### src/rtl/core/tscu_pkg.sv
// Shared types, widths and constants for the Taylor sine, cosine and tangent unit.
// No dependencies; every other file of the unit imports this package.
package tscu_pkg;

    // Field widths of the external channels.
    localparam int ANGLE_W = 32;
    localparam int VALUE_W = 32;
    localparam int THR_W   = 17;

    // Internal fixed-point widths.
    localparam int RED_W  = 56;   // magnitude of the angle in Q8.48
    localparam int XW     = 31;   // reduced angle in Q28, signed
    localparam int TW     = 32;   // one series term in Q28, signed
    localparam int SUMW   = 34;   // series sum in Q28, signed
    localparam int MW     = 35;   // scaled product before the constant division
    localparam int RS     = 45;   // reciprocal scale for the constant division
    localparam int RLW    = 23;   // low slice of the reciprocal
    localparam int RHW    = RS - RLW;
    localparam int NW     = 50;   // tangent dividend
    localparam int QW     = 33;   // tangent quotient bits
    localparam int DW     = 35;   // tangent partial remainder

    // Queue between the front and the back.
    localparam int QPW    = 2;
    localparam int QDEPTH = 1 << QPW;

    // Number of register stages in the front end.
    localparam int FRONT_STAGES = 8;

    localparam logic [RED_W-1:0] PI_Q48     = 56'h3243F6A8885A3;
    localparam logic [RED_W-1:0] TWO_PI_Q48 = 56'h6487ED5110B46;
    localparam logic signed [TW-1:0] ONE_Q28 = 32'sh1000_0000;

    // Function select codes.
    localparam logic [1:0] MODE_SIN = 2'd0;
    localparam logic [1:0] MODE_COS = 2'd1;
    localparam logic [1:0] MODE_TAN = 2'd2;

    // Status codes.
    localparam logic [1:0] STAT_OK    = 2'd0;
    localparam logic [1:0] STAT_UNDEF = 2'd1;
    localparam logic [1:0] STAT_SAT   = 2'd2;

    localparam logic [VALUE_W-1:0] VALUE_MAX = 32'h7FFF_FFFF;
    localparam logic [VALUE_W-1:0] VALUE_MIN = 32'h8000_0000;

    // One reduced item as it travels from the front through the queue.
    typedef struct packed {
        logic [1:0]           mode;
        logic signed [XW-1:0] x;
    } item_t;

    // Register stages of one series pipeline: the square, then three per term after the first.
    function automatic int series_latency(input int terms);
        return 1 + 3 * (terms - 1);
    endfunction

endpackage

### src/rtl/core/tscu_queue.sv
// Small FIFO that decouples the reduction front end from the series back end.
// Depends on tscu_pkg for the item type and depth.
module tscu_queue (
    input  logic            clk,
    input  logic            rst_n,
    input  logic            in_valid,
    output logic            in_ready,
    input  tscu_pkg::item_t in_item,
    output logic            out_valid,
    input  logic            out_ready,
    output tscu_pkg::item_t out_item
);
    import tscu_pkg::*;

    item_t          mem_reg [QDEPTH];
    logic [QPW-1:0] wr_ptr_reg;
    logic [QPW-1:0] rd_ptr_reg;
    logic [QPW:0]   count_reg;
    logic           wr;
    logic           rd;

    assign in_ready  = count_reg != (QPW + 1)'(QDEPTH);
    assign out_valid = count_reg != '0;
    assign out_item  = mem_reg[rd_ptr_reg];
    assign wr        = in_valid && in_ready;
    assign rd        = out_valid && out_ready;

    always_ff @(posedge clk or negedge rst_n)
    begin
        if (!rst_n)
        begin
            wr_ptr_reg <= '0;
            rd_ptr_reg <= '0;
            count_reg  <= '0;
        end
        else
        begin
            if (wr)
            begin
                wr_ptr_reg <= wr_ptr_reg + 1'b1;
            end
            if (rd)
            begin
                rd_ptr_reg <= rd_ptr_reg + 1'b1;
            end
            if (wr && !rd)
            begin
                count_reg <= count_reg + 1'b1;
            end
            else if (rd && !wr)
            begin
                count_reg <= count_reg - 1'b1;
            end
        end
    end

    always_ff @(posedge clk)
    begin
        if (wr)
        begin
            mem_reg[wr_ptr_reg] <= in_item;
        end
    end

endmodule

### config.mk
export PLATFORM = sky130hd
export DESIGN_NAME = tscu_queue
export DESIGN_NICKNAME = d
export VERILOG_FILES = /design/src/rtl/core/tscu_pkg.sv /design/src/rtl/core/tscu_queue.sv
export SDC_FILE = /design/constraint.sdc
export NUM_CORES = 1
export LEC_CHECK = 0
export ABC_AREA = 1
export BUFFER_PORTS_ARGS = -buffer_cell sky130_fd_sc_hd__buf_2
export CAP_MARGIN = 40
export CORE_ASPECT_RATIO = 1.4
export CORE_MARGIN = 3
export CORE_UTILIZATION = 30
export DETAILED_ROUTE_END_ITERATION = 16
export MAX_ROUTING_LAYER = met4
export SETUP_SLACK_MARGIN = 0.1
export SYNTH_ARGS = -nofsm -noshare
export SYNTH_HDL_FRONTEND = slang
export SYNTH_SLANG_ARGS = --single-unit
export TNS_END_PERCENT = 10
### constraint.sdc
create_clock -name clk -period 3.9 [get_ports clk]
set_input_delay 0.39 -clock clk [delete_from_list [all_inputs] [get_ports clk]]
set_output_delay 0.39 -clock clk [all_outputs]
set_load 0.005 [all_outputs]
==> out/qor.csv <==
metric,value,unit
die height,169,um
Final #Nets,564,
Longest Clk Path Bufs,2,
NetSw,1680,uW
Setup TNS Final,0,ns
hold crit path type,in2reg,
port bufs,71,
Worst VDD drop,0.284,mV
# clock sinks,139,
area grow syn2layout,21.5,%
Yosys cell types,18,
total congestion overflow,0,
Setup Viol. Count Final,0,
DIE AREA,20700,um2
H-Tree Depth,4,
via count,3345,
max reg flops,132,
synth warn,0,
part of the power in combinational logic,0.319,
r2r endpoint,count_reg[1],
1st-pass router iterations,4,
Crit Path Category,reg2out,
Clock transition at path regs,0.05,ns
slew of the pin with the lowest slew margin,0.732,ns
Required @ worst endpoint,3.51,ns
fmax,0.379,GHz
startpoint of the worst register-to-register path,count_reg[0],
largest net degree at the start of global routing,73,
final period utilization,0.677,
hpwl dp,7530,um
Fin. Hold Viols,0,
hold-fix buffer count after cts,1,
core area,18600,um2
Leak,0.00280,uW
maxcap violations,0,
via-per-instance ratio,4.29,
share of cells above drive strength 1,0.216,
first-pass GRT wire length,17700,um
status,"complete, no violations",
# DRC,0,
R2R setup slack,1.79,ns
Hold Path Origin,in_item[18],
clock share of power,0.282,
Cell Pwr Density,746,nW/um2
Hold EP,mem_reg[3][18],
CTS tree,yes,
Critical Path Source Type,register,
Worst-Skew Late Latency,0.41,ns
clk_skew,0.00657,ns
"Design Area, Final",6930,um2
Sw Share,0.325,
row count,59,
share of the yosys chip area belonging to registers,0.726,
Slew HR,0.511,
Worst Reg2Reg Path Length in Cells,9,
crit end category,primary output,
Synth Area per Inst,12.8,um2
post-route antenna net violation count,0,
"Max FO, Critical Path",72,
final core occ,0.372,
GRT Util Overall,0.116,
max-slew violations,0,
Num CTS Buffers,17,
final WL,11200,um
initial antenna violation count,3,
cts repair resizes,0,
Post-CTS Setup Bufs,0,
syn nets,487,
sequential power share,0.398,
fin crit period,2.64,ns
Root Buffer,clkbuf_16,
synthesis-stage register bit count,139,
WP data arrival,2.25,ns
post-synthesis cell area,5700,um2
WL/cell,14.4,um
Mapped Cells,444,
Int Pwr,3490,uW
chip width,123,um
GP Congestion,0.679,
Post-DP Area,6370,um2
# IOs,72,
unrepaired setup endpoints after global routing,no,
DR iter-0 viols,209,
cell count of the worst hold path,1,
vias in the first global route,3408,
Initial Utilization,0.306,
how the worst max path moves through the flow:
stage,start,endpoint
floorplan,count_reg[0],mem_reg[0][0]
global placement,count_reg[1],mem_reg[3][7]
detailed placement,rd_ptr_reg[0],out_item[12]
CTS,rd_ptr_reg[0],out_item[12]
global route,rd_ptr_reg[0],out_item[8]
finish,rd_ptr_reg[0],out_item[12]
through the flow:
stage,std cells,power (uW),hold slack [ns],setup slack (ns)
6_report,779,5170,0.197,1.26
5_1_grt,779,5540,0.180,1.05
4_1_cts,776,5270,0.181,1.23
3_5_place_dp,745,3790,0.234,1.69
3_3_place_gp,741,3670,0.233,1.61
2_1_floorplan,444,3160,0.0944,1.32
cells in the mapped netlist:
cell,instances,area [um2]
nand3_1,7,35.0
inv_1,78,293
nand4_1,1,6.26
buf_6,8,90.1
xnor2_1,1,8.76
buf_2,9,45.0
o21ai_0,1,5.00
edfxtp_1,132,3960
nand2_1,116,435
dfrtp_1,7,175
fa_1,1,20.0
inv_2,3,11.3
ha_1,5,62.6
clkinv_1,1,3.75
clkbuf_1,4,15.0
o211ai_1,62,465
o211ai_2,4,50.1
nor2_1,4,15.0
critical path: stages, from the launching register on:
cell      delay (ns)
dfrtp_1         0.41
inv_4           0.46
buf_4           0.45
nand2_1         0.11
o211ai_1        0.10
nand2_1         0.10
buf_2           0.14
logic make-up (layout without fill, tap and decap cells):
family / Yosys count / count (layout) / share of synthesized area
other cells: 0 / 3 / 0
buf+inv: 103 / 191 / 0.0803
flops: 139 / 139 / 0.726
simple gates: 128 / 128 / 0.0863
fa+ha+maj: 6 / 6 / 0.0145
xor+xnor: 1 / 1 / 0.00154
compound gates: 67 / 67 / 0.0913
layout make-up:
cell class,count,area (um2)
clock buffers,20,437
repair buffers,79,490
flip-flops and latches,139,4140
clock inverters,10,103
well taps,244,305
inverters,82,310
diodes,3,7.51
fillers,1829,11700
multi-input cells,202,1130
placed cells by master (no fill, tap or decap):
cell,Yosys,routed
ha_1,5,5
inv_2,3,2
clkinv_2,0,4
o21ai_0,1,1
buf_12,0,1
o211ai_2,4,4
dfrtp_2,0,1
inv_1,78,78
nand2_1,116,116
dlygate4sd3_1,0,1
fa_1,1,1
clkinv_1,1,3
clkbuf_16,0,17
buf_16,0,3
diode_2,0,3
nand3_1,7,7
bufinv_16,0,2
nand4_1,1,1
nor2_4,0,4
buf_2,9,71
o211ai_1,62,62
inv_4,0,1
edfxtp_1,132,132
clkinvlp_4,0,2
clkbuf_1,4,3
xnor2_1,1,1
dfrtp_1,7,6
buf_4,0,3
power groups by stage:
| stage | Clock, uW | Combinational (uW) | Sequential, uW |
|---|---|---|---|
| final | 1460 | 1650 | 2060 |
| after global routing | 1560 | 1890 | 2090 |
| after CTS | 1500 | 1710 | 2060 |
| after detailed placement | 0 | 1700 | 2090 |
| after global placement | 0 | 1590 | 2080 |
| after floorplan | 0 | 1080 | 2080 |
per-layer routing:
layer | GRT usage | part of all wire
met2 | 0.197 | 0.53
met5 | - | 0
met4 | 0.0458 | 0.011
met1 | 0.126 | 0.41
met3 | 0.0378 | 0.042
Note: power is estimated with default switching activity, not from simulation.
