`src/rtl/core/tscu_pkg.sv`:
```
// Shared types, widths and constants for the Taylor sine, cosine and tangent unit.
// No dependencies; every other file of the unit imports this package.
package tscu_pkg;

    // Field widths of the external channels.
    localparam int ANGLE_W = 32;
    localparam int VALUE_W = 32;
    localparam int THR_W   = 17;

    // Internal fixed-point widths.
    localparam int RED_W  = 56;   // magnitude of the angle in Q8.48
    localparam int XW     = 31;   // reduced angle in Q28, signed
    localparam int TW     = 32;   // one series term in Q28, signed
    localparam int SUMW   = 34;   // series sum in Q28, signed
    localparam int MW     = 35;   // scaled product before the constant division
    localparam int RS     = 45;   // reciprocal scale for the constant division
    localparam int RLW    = 23;   // low slice of the reciprocal
    localparam int RHW    = RS - RLW;
    localparam int NW     = 50;   // tangent dividend
    localparam int QW     = 33;   // tangent quotient bits
    localparam int DW     = 35;   // tangent partial remainder

    // Queue between the front and the back.
    localparam int QPW    = 2;
    localparam int QDEPTH = 1 << QPW;

    // Number of register stages in the front end.
    localparam int FRONT_STAGES = 8;

    localparam logic [RED_W-1:0] PI_Q48     = 56'h3243F6A8885A3;
    localparam logic [RED_W-1:0] TWO_PI_Q48 = 56'h6487ED5110B46;
    localparam logic signed [TW-1:0] ONE_Q28 = 32'sh1000_0000;

    // Function select codes.
    localparam logic [1:0] MODE_SIN = 2'd0;
    localparam logic [1:0] MODE_COS = 2'd1;
    localparam logic [1:0] MODE_TAN = 2'd2;

    // Status codes.
    localparam logic [1:0] STAT_OK    = 2'd0;
    localparam logic [1:0] STAT_UNDEF = 2'd1;
    localparam logic [1:0] STAT_SAT   = 2'd2;

    localparam logic [VALUE_W-1:0] VALUE_MAX = 32'h7FFF_FFFF;
    localparam logic [VALUE_W-1:0] VALUE_MIN = 32'h8000_0000;

    // One reduced item as it travels from the front through the queue.
    typedef struct packed {
        logic [1:0]           mode;
        logic signed [XW-1:0] x;
    } item_t;

    // Register stages of one series pipeline: the square, then three per term after the first.
    function automatic int series_latency(input int terms);
        return 1 + 3 * (terms - 1);
    endfunction

endpackage

```
`src/rtl/core/tscu_ifs.sv`:
```
// Channel interfaces of the Taylor sine, cosine and tangent unit.
// Depends on tscu_pkg for the field widths.
interface tscu_in_if;
    import tscu_pkg::*;
    logic                      valid;
    logic                      ready;
    logic [1:0]                mode;
    logic signed [ANGLE_W-1:0] angle;
    modport source (output valid, output mode, output angle, input ready);
    modport sink   (input valid, input mode, input angle, output ready);
endinterface


```
`src/rtl/core/tscu_front.sv`:
```
// Front end: accepts angle transactions and reduces the angle modulo 2*pi to Q28.
// Depends on tscu_pkg and tscu_ifs.
module tscu_front (
    input  logic                 clk,
    input  logic                 rst_n,
    tscu_in_if.sink              item,
    output logic                 q_valid,
    input  logic                 q_ready,
    output tscu_pkg::item_t      q_item
);
    import tscu_pkg::*;

    localparam int LAST = FRONT_STAGES - 1;

    logic [FRONT_STAGES-1:0] vld_reg;
    logic                    en;

    logic [1:0]       mode_reg [FRONT_STAGES];
    logic             sgn_reg  [FRONT_STAGES-1];
    logic [RED_W-1:0] a_reg    [6];
    logic [RED_W-1:0] m_reg;
    logic signed [XW-1:0] x_reg;

    logic [ANGLE_W-1:0] angle_abs;
    logic               wrap;
    logic signed [RED_W:0] r_signed;
    logic signed [RED_W:0] r_round;

    assign en         = !vld_reg[LAST] || q_ready;
    assign item.ready = en;

    always_ff @(posedge clk or negedge rst_n)
    begin
        if (!rst_n)
        begin
            vld_reg <= '0;
        end
        else if (en)
        begin
            vld_reg <= {vld_reg[FRONT_STAGES-2:0], item.valid};
        end
    end

    assign angle_abs = item.angle[ANGLE_W-1] ? (~item.angle + 32'd1) : item.angle;

    always_ff @(posedge clk)
    begin
        if (en)
        begin
            a_reg[0]    <= {angle_abs, 24'b0};
            sgn_reg[0]  <= item.angle[ANGLE_W-1];
            mode_reg[0] <= item.mode;
        end
    end

    // Restoring steps that remove 16, 8, 4, 2 and 1 times 2*pi.
    for (genvar j = 1; j < 6; j++)
    begin : g_reduce
        localparam logic [RED_W-1:0] STEP_C = TWO_PI_Q48 << (5 - j);
        always_ff @(posedge clk)
        begin
            if (en)
            begin
                a_reg[j]    <= (a_reg[j-1] >= STEP_C) ? (a_reg[j-1] - STEP_C) : a_reg[j-1];
                sgn_reg[j]  <= sgn_reg[j-1];
                mode_reg[j] <= mode_reg[j-1];
            end
        end
    end

    // Fold a remainder beyond pi back by one period, flipping its sign.
    assign wrap = a_reg[5] > PI_Q48;

    always_ff @(posedge clk)
    begin
        if (en)
        begin
            m_reg       <= wrap ? (TWO_PI_Q48 - a_reg[5]) : a_reg[5];
            sgn_reg[6]  <= sgn_reg[5] ^ wrap;
            mode_reg[6] <= mode_reg[5];
        end
    end

    assign r_signed = sgn_reg[6] ? -$signed({1'b0, m_reg}) : $signed({1'b0, m_reg});
    assign r_round  = r_signed + $signed((RED_W + 1)'(1) << 19);

    always_ff @(posedge clk)
    begin
        if (en)
        begin
            x_reg          <= r_round[20 +: XW];
            mode_reg[LAST] <= mode_reg[6];
        end
    end

    assign q_valid     = vld_reg[LAST];
    assign q_item.mode = mode_reg[LAST];
    assign q_item.x    = x_reg;

endmodule

```
`src/flat_wrapper.sv`:
```
// flat-port wrapper written by rule: the top's interface ports become plain ports
module tscu_front_flat import tscu_pkg::*;
  (clk, rst_n, q_valid, q_ready, q_item, item_valid, item_mode, item_angle, item_ready);
  tscu_in_if item_i ();
  input  logic clk;
  input  logic rst_n;
  output logic q_valid;
  input  logic q_ready;
  output tscu_pkg::item_t q_item;
  input wire logic [$bits(item_i.valid)-1:0] item_valid;
  input wire logic [$bits(item_i.mode)-1:0] item_mode;
  input wire logic [$bits(item_i.angle)-1:0] item_angle;
  output wire logic [$bits(item_i.ready)-1:0] item_ready;
  assign item_i.valid = item_valid;
  assign item_i.mode = item_mode;
  assign item_i.angle = item_angle;
  assign item_ready = item_i.ready;
  tscu_front u_core (.clk(clk), .rst_n(rst_n), .item(item_i), .q_valid(q_valid), .q_ready(q_ready), .q_item(q_item));
endmodule
```
`config.mk`:
```
export PLATFORM = sky130hd
export DESIGN_NAME = tscu_front_flat
export DESIGN_NICKNAME = d
export VERILOG_FILES = /design/src/rtl/core/tscu_pkg.sv /design/src/rtl/core/tscu_ifs.sv /design/src/rtl/core/tscu_front.sv /design/src/flat_wrapper.sv
export SDC_FILE = /design/constraint.sdc
export NUM_CORES = 1
export LEC_CHECK = 0
export BUFFER_PORTS_ARGS = -buffer_cell sky130_fd_sc_hd__clkbuf_2
export CORE_ASPECT_RATIO = 0.6
export CORE_MARGIN = 8
export CORE_UTILIZATION = 63
export CTS_BUF_LIST = sky130_fd_sc_hd__clkbuf_16
export CTS_CLUSTER_SIZE = 14
export DETAILED_ROUTE_END_ITERATION = 7
export PLACE_DENSITY = 0.79
export SYNTH_ARGS = -nofsm -noshare
export SYNTH_HDL_FRONTEND = slang
export SYNTH_SLANG_ARGS = --single-unit
export TNS_END_PERCENT = 30
```
`constraint.sdc`:
```
create_clock -name clk -period 14.45 [get_ports clk]
set_clock_uncertainty 0.1 [all_clocks]
set_input_delay 1.445 -clock clk [delete_from_list [all_inputs] [get_ports clk]]
set_output_delay 1.445 -clock clk [all_outputs]
set_load 0.02 [all_outputs]
```
==> results.yml <==
synth:
  synth_area_leaders: "edfxtp_1 (55%), xnor2_1 (8.8%), xor2_1 (4.5%)"
  syn_inst: 1795
  synth-seq-cells: 381
  synthesis.nets: 1844
  async_flop_share_pct: 2.10
  synth_ff_type: "edfxtp_1"
  synth_top_area_share_pct: 55.2
  syn_area_um2: 20300
  synth_compound_area_share_pct: 10.9
  synth.most_common_cell: "edfxtp_1"
  yosysTopAreaCell: "edfxtp_1"
  synth.avg_cell_area_um2: 11.3
  synth_cell_types: 77
  synthAdderAreaFrac_pct: 0.678
  synth_xor_area_share_pct: 13.3
  ys_seq_area_share_pct: 56.2
  yosysWarnings: 0
  synth_top_family_by_area: "simple AND/OR/NAND/NOR gates"
  synth_common_cells: "edfxtp_1 (373), xnor2_1 (204), nand2_1 (196)"
  synth-simple-area-share_pct: 16.1
  synthMuxAreaShare_pct: 0.850
  synth_edf_count: 373
critical_path:
  path_max_fanout: 23
  start_kind: "register"
  cp.arrival_ns: 4.86
  crit_required_ns: 14.63
  crit_path_end_kind: "register"
  critPathKind: "register to register"
global_routing:
  grtUsageMet1_pct: 33.4
  grt_use_met3_pct: 3.84
  grt_pass1_wl_mm: 69.3
  busiest_layer: "met1"
  antenna_found_initial: 0
  grt_pass1_vias: 13565
  grt-ovfl-total: 0
  grtUsageTotal_pct: 21.9
  use_met2_pct: 33.1
  grt_max_degree: 96
drt:
  post_drt_wl_per_cell_um: 18.4
  drt-vias-per-instance: 6.18
  drc: 0
  drtIter0Drc: 1434
  first_pass_iters: 5
  vias: 14268
  ant_nets: 0
  wl_mm: 42.4
clock_network:
  root_buffer: "clkbuf_16"
  h-tree-depth: 2
  clkSinkCount: 381
  clk_path_buf_depth: 3
  clock_latency_ns: 0.54
  holdBufCountCts: 0
  numCtsBuffers: 36
  cts_tree: "built"
  cts_resized: 0
  cts.clk_slew.worst_paths_ns: 0.06
  postCtsSetupRepairBufs: 0
timing:
  period_share_pct: 32.4
  layout_min_cycle_time_ns: 4.68
  hold_viol_final: 0
  rsz0062_at_grt: "no"
  relSlewSlack_pct: 5.99
  tightestPinTransition_ns: 1.39
  setup_viol: 0
  fmax_mhz: 214
  tns_ns: 0
  slew_viol_final: 0
cells_and_area:
  seq_area_um2: 11400
  fin_util_pct: 69.1
  multi_input_area_um2: 8510
  final_nets: 1912
  largest_reg_flops: 269
  antennaDiodeCount: 0
  areaGrowthSynthToFinish_pct: 9.26
  drive_above_1_share_pct: 9.12
  nFillCells: 2278
floorplan:
  die_area_um2: 38400
  rows: 51
  fp.dieH_um: 155
  core_um2: 32100
  num_io_pins: 73
  initial_utilization_pct: 63.3
  die_w_um: 248
placement:
  gp_congestion: 0.910
  dp_hpwl_mm: 29.6
  port_buffers: 72
run:
  max_cap_violations: 0
power:
  power_leakage_nw: 8.01
  ir_worst_vdd_v: 0.000129
  powerDensity_nw_per_um2: 257
worst_hold_path:
  hp-class: "register to register"
outcome:
  outcome: "finished clean"
## worst max-delay path, cell delays in order (launching register included)
cell	delay [ns]
edfxtp_1	0.45
or4_1	0.59
a211oi_1	0.50
o2111ai_1	0.29
a41oi_1	0.65
o21bai_1	0.24
a31oi_1	0.23
buf_4	0.33
inv_1	0.45
nand3b_1	0.33
nor3_1	0.09
xor2_1	0.14
## cells in the final DEF (no fill, tap or decap), drive strengths merged, types with 9 or more instances in the layout
cell    netlist  final
a211oi        9      9
a21o         21     21
a21oi        57     57
a31oi        26     26
and2         11     11
and3         13     13
buf          18     13
clkbuf       37    109
clkinv        2     14
edfxtp      373    373
ha           11     11
inv          46     54
mux2         10     10
nand2       197    197
nand2b       28     28
nand3        49     49
nand3b       18     18
nand4        14     14
nor2        126    126
nor2b        12     12
nor3         63     63
nor4         29     29
o21a         16     16
o21ai       100    100
o31ai        31     31
o41ai        15     15
or3          21     21
or4          24     24
xnor2       204    204
xor2        105    105
## metal layers
layer	part of all wire, %	vias up
li1	-	6734
met1	47	6981
met2	45	503
met3	7.0	50
met4	1.0	0
met5	0	-
## area by class of cell
class,count,share of cell area [%]
sequential,381,51.4
multi-input combinational,1311,38.4
clock buffer,37,4.17
tap,424,2.39
timing repair buffer,85,2.06
inverter,48,0.812
clock inverter,23,0.807
## final timing paths
| path | startpoint | endpoint | slack, ns | depth (start not counted) |
|---|---|---|---|---|
| setup / recovery | u_core.a_reg[4][7] | u_core.a_reg[5][15] | 9.77 | 11 |
| hold / removal | u_core.mode_reg[0][2] | u_core.mode_reg[0][4] | 0.32 | 0 |
| setup reg to reg | u_core.a_reg[4][7] | u_core.a_reg[5][15] | 9.77 | 11 |
| hold reg to reg | u_core.mode_reg[0][2] | u_core.mode_reg[0][4] | 0.32 | 0 |
| max in group asynchronous | rst_n | u_core.vld_reg[0] | 13.42 | 1 |
| min in group asynchronous | rst_n | u_core.vld_reg[4] | 0.65 | 1 |
## power breakdown
| group | switching [mW] | internal [mW] |
|---|---|---|
| Combinational | 1.22 | 0.896 |
| Sequential | 0.558 | 2.10 |
| Clock | 0.405 | 0.516 |
## stage by stage
| stage | setup slack [ns] | std cells | power, mW | hold WS (ns) | instance area, µm² |
|---|---|---|---|---|---|
| 6_report | 9.77 | 2309 | 5.70 | 0.316 | 22200 |
| 3_5_place_dp | 9.78 | 2249 | 4.75 | 0.305 | 21100 |
| 2_1_floorplan | 0.756 | 1795 | 4.28 | 0.300 | 20300 |
| 4_1_cts | 9.93 | 2309 | 5.70 | 0.316 | 22200 |
| 3_3_place_gp | 9.81 | 2249 | 4.63 | 0.303 | 21100 |
| 5_1_grt | 9.61 | 2309 | 6.07 | 0.323 | 22200 |
## cells by family after synthesis
| group | Yosys count |
|---|---|
| buffers and inverters | 103 |
| DFF | 381 |
| and+or+nand+nor | 638 |
| muxes | 16 |
| AOI/OAI and AO/OA | 337 |
| xor gates and xnor gates | 309 |
| adders and majority gates | 11 |
(Power assumes the default switching activity.)
